`src/rtl/arpc_pkg.sv`:
```
// Shared types and constants of the ARP cache table.
// Used by the controller, datapath and top level.
package arpc_pkg;

  localparam int ENTRIES = 16;
  localparam int IDX_W = (ENTRIES > 1) ? $clog2(ENTRIES) : 1;

  localparam int IP_W = 32;
  localparam int MAC_W = 48;
  localparam int TIME_W = 32;
  localparam int LIFE_W = 23;
  localparam int THR_W = 34;
  localparam int MS_PER_SEC = 1000;

  localparam logic [LIFE_W-1:0] LIFE_RESET = LIFE_W'(300);
  localparam logic [IP_W-1:0] BCAST_IP = '1;

  typedef enum logic [1:0] {
    OP_LOOKUP = 2'd0,
    OP_INSERT = 2'd1,
    OP_SWEEP  = 2'd2,
    OP_CLEAR  = 2'd3
  } opcode_t;

  typedef enum logic [2:0] {
    ST_IDLE,
    ST_SCAN,
    ST_DRAIN,
    ST_COMMIT,
    ST_RESULT
  } state_t;

  typedef struct packed {
    logic [TIME_W-1:0] stamp;
    logic [MAC_W-1:0]  mac;
    logic [IP_W-1:0]   ip;
  } entry_t;

  typedef struct packed {
    logic load;
    logic rd_en;
    logic commit;
    logic out_load;
  } cmd_t;

  typedef struct packed {
    logic scan_last;
    logic out_full;
  } stat_t;

endpackage

```
`src/rtl/arpc_ram.sv`:
```
// Generic single-write, single-read RAM with registered read data.
// No dependencies.
module arpc_ram #(
  parameter int WIDTH = 8,
  parameter int DEPTH = 16
) (
  input  logic                                        clk,
  input  logic                                        we,
  input  logic [((DEPTH > 1) ? $clog2(DEPTH) : 1)-1:0] waddr,
  input  logic [WIDTH-1:0]                            wdata,
  input  logic                                        re,
  input  logic [((DEPTH > 1) ? $clog2(DEPTH) : 1)-1:0] raddr,
  output logic [WIDTH-1:0]                            rdata
);

  logic [WIDTH-1:0] mem [DEPTH];

  always_ff @(posedge clk) begin
    if (we) begin
      mem[waddr] <= wdata;
    end
    if (re) begin
      rdata <= mem[raddr];
    end
  end

endmodule

```
`src/rtl/arpc_ctrl.sv`:
```
// Sequencer of the ARP cache: accept, scan, commit, deliver.
// Depends on arpc_pkg.
module arpc_ctrl
  import arpc_pkg::*;
(
  input  logic   clk,
  input  logic   rst,
  input  logic   in_valid,
  output logic   in_ready,
  output cmd_t   cmd,
  input  stat_t  stat
);

  state_t state, state_next;

  always_ff @(posedge clk) begin
    if (rst) begin
      state <= ST_IDLE;
    end else begin
      state <= state_next;
    end
  end

  always_comb begin
    state_next = state;
    cmd = '0;
    in_ready = 1'b0;
    case (state)
      ST_IDLE: begin
        in_ready = 1'b1;
        if (in_valid) begin
          cmd.load = 1'b1;
          state_next = ST_SCAN;
        end
      end
      ST_SCAN: begin
        cmd.rd_en = 1'b1;
        if (stat.scan_last) begin
          state_next = ST_DRAIN;
        end
      end
      ST_DRAIN: begin
        state_next = ST_COMMIT;
      end
      ST_COMMIT: begin
        cmd.commit = 1'b1;
        state_next = ST_RESULT;
      end
      ST_RESULT: begin
        if (!stat.out_full) begin
          cmd.out_load = 1'b1;
          state_next = ST_IDLE;
        end
      end
      default: begin
        state_next = ST_IDLE;
      end
    endcase
  end

endmodule

```
`src/rtl/arpc_dpath.sv`:
```
// Datapath of the ARP cache: item registers, entry RAM, valid bits,
// scan accumulators and output register. Depends on arpc_pkg, arpc_ram.
module arpc_dpath
  import arpc_pkg::*;
(
  input  logic              clk,
  input  logic              rst,
  input  cmd_t              cmd,
  output stat_t             stat,
  input  opcode_t           in_op,
  input  logic [IP_W-1:0]   in_ip,
  input  logic [MAC_W-1:0]  in_mac,
  input  logic [TIME_W-1:0] in_now,
  input  logic              cfg_we,
  input  logic [LIFE_W-1:0] cfg_life,
  output logic              out_valid,
  input  logic              out_ready,
  output logic              out_hit,
  output logic [MAC_W-1:0]  out_mac
);

  opcode_t             op_q;
  logic [IP_W-1:0]     ip_q;
  logic [MAC_W-1:0]    mac_q;
  logic [TIME_W-1:0]   now_q;
  logic [THR_W-1:0]    thr;
  logic [LIFE_W-1:0]   life;

  logic [ENTRIES-1:0]  valid;
  logic [IDX_W-1:0]    scan_idx;
  logic                proc_valid;
  logic [IDX_W-1:0]    proc_idx;

  logic                found;
  logic [MAC_W-1:0]    found_mac;
  logic                free_found;
  logic [TIME_W-1:0]   oldest;
  logic [IDX_W-1:0]    slot;

  logic [$bits(entry_t)-1:0] rd_word;
  entry_t              rd_entry;
  entry_t              wr_entry;
  logic [TIME_W-1:0]   age;
  logic                over;
  logic                ent_valid;
  logic                bcast;

  assign rd_entry  = entry_t'(rd_word);
  assign wr_entry  = '{stamp: now_q, mac: mac_q, ip: ip_q};
  assign age       = now_q - rd_entry.stamp;
  assign over      = {(THR_W-TIME_W)'(0), age} >= thr;
  assign ent_valid = valid[proc_idx];
  assign bcast     = (ip_q == BCAST_IP);

  assign stat.scan_last = (scan_idx == IDX_W'(ENTRIES-1));
  assign stat.out_full  = out_valid && !out_ready;

  arpc_ram #(
    .WIDTH($bits(entry_t)),
    .DEPTH(ENTRIES)
  ) u_ram (
    .clk  (clk),
    .we   (cmd.commit && (op_q == OP_INSERT)),
    .waddr(slot),
    .wdata(wr_entry),
    .re   (cmd.rd_en),
    .raddr(scan_idx),
    .rdata(rd_word)
  );

  always_ff @(posedge clk) begin
    if (rst) begin
      life <= LIFE_RESET;
    end else if (cfg_we) begin
      life <= cfg_life;
    end
  end

  always_ff @(posedge clk) begin
    if (cmd.load) begin
      op_q  <= in_op;
      ip_q  <= in_ip;
      mac_q <= in_mac;
      now_q <= in_now;
      thr   <= (THR_W'(life) + THR_W'(1)) * THR_W'(MS_PER_SEC);
    end
  end

  always_ff @(posedge clk) begin
    if (rst) begin
      scan_idx   <= '0;
      proc_valid <= 1'b0;
      proc_idx   <= '0;
    end else begin
      if (cmd.load) begin
        scan_idx <= '0;
      end else if (cmd.rd_en) begin
        scan_idx <= scan_idx + IDX_W'(1);
      end
      proc_valid <= cmd.rd_en;
      proc_idx   <= scan_idx;
    end
  end

  always_ff @(posedge clk) begin
    if (cmd.load) begin
      found      <= 1'b0;
      found_mac  <= '0;
      free_found <= 1'b0;
      oldest     <= '0;
      slot       <= '0;
    end else if (proc_valid) begin
      if (!found && ent_valid && (rd_entry.ip == ip_q)) begin
        found     <= 1'b1;
        found_mac <= rd_entry.mac;
      end
      if (!free_found) begin
        if (!ent_valid) begin
          free_found <= 1'b1;
          slot       <= proc_idx;
        end else if (age >= oldest) begin
          oldest <= age;
          slot   <= proc_idx;
        end
      end
    end
  end

  always_ff @(posedge clk) begin
    if (rst) begin
      valid <= '0;
    end else begin
      if (cmd.commit && (op_q == OP_CLEAR)) begin
        valid <= '0;
      end else if (cmd.commit && (op_q == OP_INSERT)) begin
        valid[slot] <= 1'b1;
      end
      if (proc_valid && (op_q == OP_SWEEP) && ent_valid && over) begin
        valid[proc_idx] <= 1'b0;
      end
    end
  end

  always_ff @(posedge clk) begin
    if (rst) begin
      out_valid <= 1'b0;
    end else if (cmd.out_load) begin
      out_valid <= 1'b1;
    end else if (out_ready) begin
      out_valid <= 1'b0;
    end
  end

  always_ff @(posedge clk) begin
    if (cmd.out_load) begin
      out_hit <= (op_q == OP_LOOKUP) && (bcast || found);
      if (op_q != OP_LOOKUP) begin
        out_mac <= '0;
      end else if (bcast) begin
        out_mac <= '1;
      end else begin
        out_mac <= found_mac;
      end
    end
  end

endmodule

```
`src/rtl/arp_cache_table.sv`:
```
// Channel      Dir  Payload
// s_axis       in   tuser: opcode; tdata: ip_addr, mac_addr, now_ms
// m_axis       out  tuser: hit; tdata: mac_out
// cfg          in   cfg_data: life_seconds
//
// Items are taken one at a time: one read of the entry RAM per slot, then
// drain, commit and result load, which waits while the output is stalled.
// A finished result waits in the output register while the next item is
// taken. Reset clears all valid bits, the lifetime (to 300 s) and the output
// valid flag; stored entries stay undefined until written.
module arp_cache_table
  import arpc_pkg::*;
(
  input  logic         clk,
  input  logic         rst,
  input  logic         s_axis_tvalid,
  output logic         s_axis_tready,
  input  logic [111:0] s_axis_tdata,   // ip_addr[31:0], mac_addr[79:32], now_ms[111:80]
  input  logic [1:0]   s_axis_tuser,   // opcode[1:0]
  output logic         m_axis_tvalid,
  input  logic         m_axis_tready,
  output logic [47:0]  m_axis_tdata,   // mac_out[47:0]
  output logic         m_axis_tuser,   // hit[0]
  input  logic         cfg_valid,
  output logic         cfg_ready,
  input  logic [22:0]  cfg_data        // life_seconds[22:0]
);

  cmd_t  cmd;
  stat_t stat;

  assign cfg_ready = 1'b1;

  arpc_ctrl u_ctrl (
    .clk     (clk),
    .rst     (rst),
    .in_valid(s_axis_tvalid),
    .in_ready(s_axis_tready),
    .cmd     (cmd),
    .stat    (stat)
  );

  arpc_dpath u_dpath (
    .clk      (clk),
    .rst      (rst),
    .cmd      (cmd),
    .stat     (stat),
    .in_op    (opcode_t'(s_axis_tuser)),
    .in_ip    (s_axis_tdata[31:0]),
    .in_mac   (s_axis_tdata[79:32]),
    .in_now   (s_axis_tdata[111:80]),
    .cfg_we   (cfg_valid && cfg_ready),
    .cfg_life (cfg_data),
    .out_valid(m_axis_tvalid),
    .out_ready(m_axis_tready),
    .out_hit  (m_axis_tuser),
    .out_mac  (m_axis_tdata)
  );

endmodule

```
`config.mk`:
```
export PLATFORM = sky130hd
export DESIGN_NAME = arp_cache_table
export DESIGN_NICKNAME = d
export VERILOG_FILES = /design/src/rtl/arpc_pkg.sv /design/src/rtl/arpc_ram.sv /design/src/rtl/arpc_ctrl.sv /design/src/rtl/arpc_dpath.sv /design/src/rtl/arp_cache_table.sv
export SDC_FILE = /design/constraint.sdc
export NUM_CORES = 2
export LEC_CHECK = 0
export BUFFER_PORTS_ARGS = -buffer_cell sky130_fd_sc_hd__buf_4
export CORE_MARGIN = 2
export CORE_UTILIZATION = 25
export CTS_CLUSTER_SIZE = 10
export DETAILED_ROUTE_END_ITERATION = 8
export PLACE_DENSITY = 0.44
export SLEW_MARGIN = 20
export SYNTH_ARGS = -nofsm -noshare
export SYNTH_HDL_FRONTEND = slang
export SYNTH_SLANG_ARGS = --single-unit
```
`constraint.sdc`:
```
create_clock -name clk -period 9.5 [get_ports clk]
set_clock_uncertainty 0.1 [all_clocks]
set_input_delay 0.475 -clock clk [delete_from_list [all_inputs] [get_ports clk]]
set_output_delay 0.475 -clock clk [all_outputs]
set_load 0.005 [all_outputs]
```
==> run metrics <==
WP data required approximately 10 ns; clk sinks 2236; minimum clock period 6.92 ns; Longest Clk Path Bufs 4; period utilization 72.8%; Critical Path Slowest Stage Cell xnor2_1; Worst Hold Depth 3; largest net degree at the start of global routing approximately 120; Initial Util 25.1%; Die X-Extent 603 um; HP Class in2reg; commonest non-fill, non-tap cells in the layout 2098 x edfxtp_1, 565 x mux4_2, 277 x clkbuf_16; crit end category register; Synth area leader edfxtp_1; worst slew pin tran 1.11 ns; vias in the first global route 46900; Row Count 220; worst r2r src u_dpath.life[2]$_SDFFE_PP1P_; post_cts resized 0; PD cells 214 nW/um^2; relative slew slack ~26%; crit path DAT about 7.4 ns; Slew Limit Fails 0; Die ar. around 360000 sq um; DPL Wire Length 127000 um; Cell Area, Synth 89800 sq um; layout cells sized above 1 23.7%; global route overflow 0; CP Max Fanout 7; Switching Fraction 24.0%; Routed WL 241000 um; Final Setup Violations 0; Crit path largest cell delay 0.70 ns; Port Buf Inserts 192; Setup WS pre-CTS 2.70 ns; Max Freq 145 MHz; max cap viols 0; RSZ-0062 raised after global routing no; Routability Congestion 0.726; WHS Endpoint u_dpath.life[5]$_SDFFE_PP1P_; internal power 17.5 mW; Switch Pwr between 5 and 6 mW; reg2reg path depth 22; top post-synthesis cells by area edfxtp_1 70%, mux4_2 14%, dfxtp_1 3.1%; initial antenna violation count 10; Boundary Pins 194; leakage power total 34.0 nW; Synth cell types 75; routed len/inst 24.3 um; TritonCTS clock tree yes; sequential-to-total area share from yosys stat 73.2%; crit path cell chain and3_1 -> and3_1 -> nand4_1 -> nor2_1 -> nand3_1 -> xnor2_1 -> xnor2_1 -> ha_1 -> inv_1 -> fa_1 -> fa_1 -> inv_1 -> fa_1 -> ha_1 -> o2111a_1 -> and3_1 -> a22oi_1 -> o21ai_0 -> a2111oi_0 -> o21bai_1 -> a21oi_1 -> xnor2_1; area grow syn2layout 19.6%; R2R setup slack 2.58 ns; Fin. Hold Viols 0; crit start category register; number of flops mapped to enable cells by yosys 2098; H-Tree Depth 5; first-pass GRT wire length 346000 um; DR iter-0 viols 3295; hold wc startpoint cfg_valid; Cells after Synth 4419; # DRC 0; async set or reset register ratio after synthesis 0%; vias per cell 4.40; Placeable Area 358000 sq um; CTS root buf clkbuf_16; routed vias 43600; CTS buffer count 274; drt pass-1 iters 7; Crit Reg-Reg Endpoint u_dpath.thr[32]$_DFFE_PP_; combinational fraction of design power 9.5%; Synth top area share 70.2%; net count reported at finish 5336; power share of the sequential group 48.6%; CTS clk-pin slew, worst paths 0.06 ns; fin worst setup slack 2.58 ns; most common cell after layout, fill and taps aside edfxtp_1; Final ANT Viol Nets 0; Clock power frac 42.0%; Avg Cell Area, Syn 20.3 sq um; Die Y approximately 600 um; status finished clean; worst-skew pair later-pin latency 0.89 ns; Post-synth top flop edfxtp_1; synthesized net count 4793; Synth Register Bits 2236; YS warnings 0; GRT Total Usage 13.1%; setup tns final 0 ns; WS Path Type reg2reg; Worst VDD drop 0.141 mV
registers in the layout, indices dropped and copies added (netlist names), 2 cells and up:
| signal | flops |
|---|---|
| u_dpath.valid | 16 |
| u_dpath.slot | 4 |
| u_dpath.now_q | 32 |
| u_dpath.op_q | 2 |
| u_dpath.oldest | 32 |
| u_dpath.found_mac | 48 |
| u_dpath.u_ram.rdata | 112 |
| u_dpath.thr | 31 |
| u_dpath.life | 23 |
| u_dpath.proc_idx | 4 |
| u_dpath.ip_q | 32 |
| u_dpath.u_ram.mem | 1792 |
| u_dpath.mac_q | 48 |
| u_dpath.out_mac | 48 |
| u_dpath.scan_idx | 4 |
| u_ctrl.state | 3 |
stage by stage:
step / hold slack (ns) / cell area, sq um / util [%] / cells / power [mW]
3_5_place_dp: 0.351 / 97400 / 27.2 / 9285 / 13.5
6_report: 0.0743 / 107000 / 30.0 / 9916 / 23.0
2_1_floorplan: 0.336 / 89800 / - / 4419 / 12.9
4_1_cts: 0.00642 / 107000 / 30.0 / 9911 / 23.4
5_1_grt: 0.0917 / 107000 / 30.0 / 9912 / 24.0
3_3_place_gp: 0.343 / 97400 / 27.2 / 9283 / 13.5
cell type report:
cell class	instances	area (sq um)
tap	4773	5970
sequential	2236	65800
inverter	222	841
fill	35000	251000
timing repair buffer	446	3970
clock buffer	414	7540
antenna	5	12.5
clock inverter	38	654
multi-input combinational	1782	22600
worst max path at each step:
stage	startpoint	to	slack, ns	cells past startpoint
global route	u_dpath.life[2]$_SDFFE_PP1P_	u_dpath.thr[33]$_DFFE_PP_	1.96	21
CTS	u_dpath.life[2]$_SDFFE_PP1P_	u_dpath.thr[32]$_DFFE_PP_	2.55	22
global placement	u_dpath.life[2]$_SDFFE_PP1P_	u_dpath.thr[32]$_DFFE_PP_	2.67	22
finish	u_dpath.life[2]$_SDFFE_PP1P_	u_dpath.thr[32]$_DFFE_PP_	2.58	22
detailed placement	u_dpath.life[2]$_SDFFE_PP1P_	u_dpath.thr[32]$_DFFE_PP_	2.70	22
floorplan	u_ctrl.state[2]$_SDFFE_PP0P_	u_dpath.valid[3]$_SDFF_PP0_	0.03	8
what timing repair did:
| item | 4_1_cts | 5_1_grt |
|---|---|---|
| hold buffers | 174 | 0 |
| endpoints found under the hold margin | 143 | 0 |
| setup buffers | 0 | 0 |
cells by family after synthesis:
group / Yosys count / synth area share [%]
fa+ha+maj: 233 / 3.85
flops: 2236 / 73.2
mux: 636 / 15.0
xor+xnor: 133 / 1.30
buf+inv: 401 / 1.72
other cells: 1 / 0.00418
compound gates: 349 / 2.61
simple gates: 430 / 2.31
critical path, delay by kind of cell (launching register included):
kind / cells / cell delay [ns]
fa+ha+maj: 5 / 2.16
compound gates: 6 / 1.50
simple gates: 6 / 1.33
xor+xnor: 3 / 1.00
flops: 1 / 0.43
buf+inv: 2 / 0.11
cell usage after synthesis (34+ instances only):
library cell     n
edfxtp_1      2098
mux2i_1         70
nand2_1         86
dfxtp_1        138
xnor2_1         68
xor2_1          65
clkbuf_1       131
a21oi_1         78
o21ai_0         72
ha_1           159
mux4_2         565
inv_1          221
o21a_1          55
buf_1           34
nor2_1         147
fa_1            73
layer usage:
metal  routed length [um]  GRT usage [%]  vias up  share of wire, %
met5                   13              0        -            0.0054
met2               118000           22.3      871                49
met4                 5270           3.24        2               2.2
met3                 8660           1.71      326               3.6
li1                     -              -    18900                 -
met1               109000           17.6    23500                45
power by group through the flow:
| stage | clock (mW) | combinational, mW | sequential, mW |
|---|---|---|---|
| floorplan | 0 | 1.55 | 11.3 |
| global placement | 0 | 2.15 | 11.4 |
| detailed placement | 0 | 2.12 | 11.4 |
| CTS | 9.96 | 2.23 | 11.2 |
| global route | 10.3 | 2.48 | 11.2 |
| finish | 9.65 | 2.17 | 11.2 |
Power figures use the tool's default switching activity.
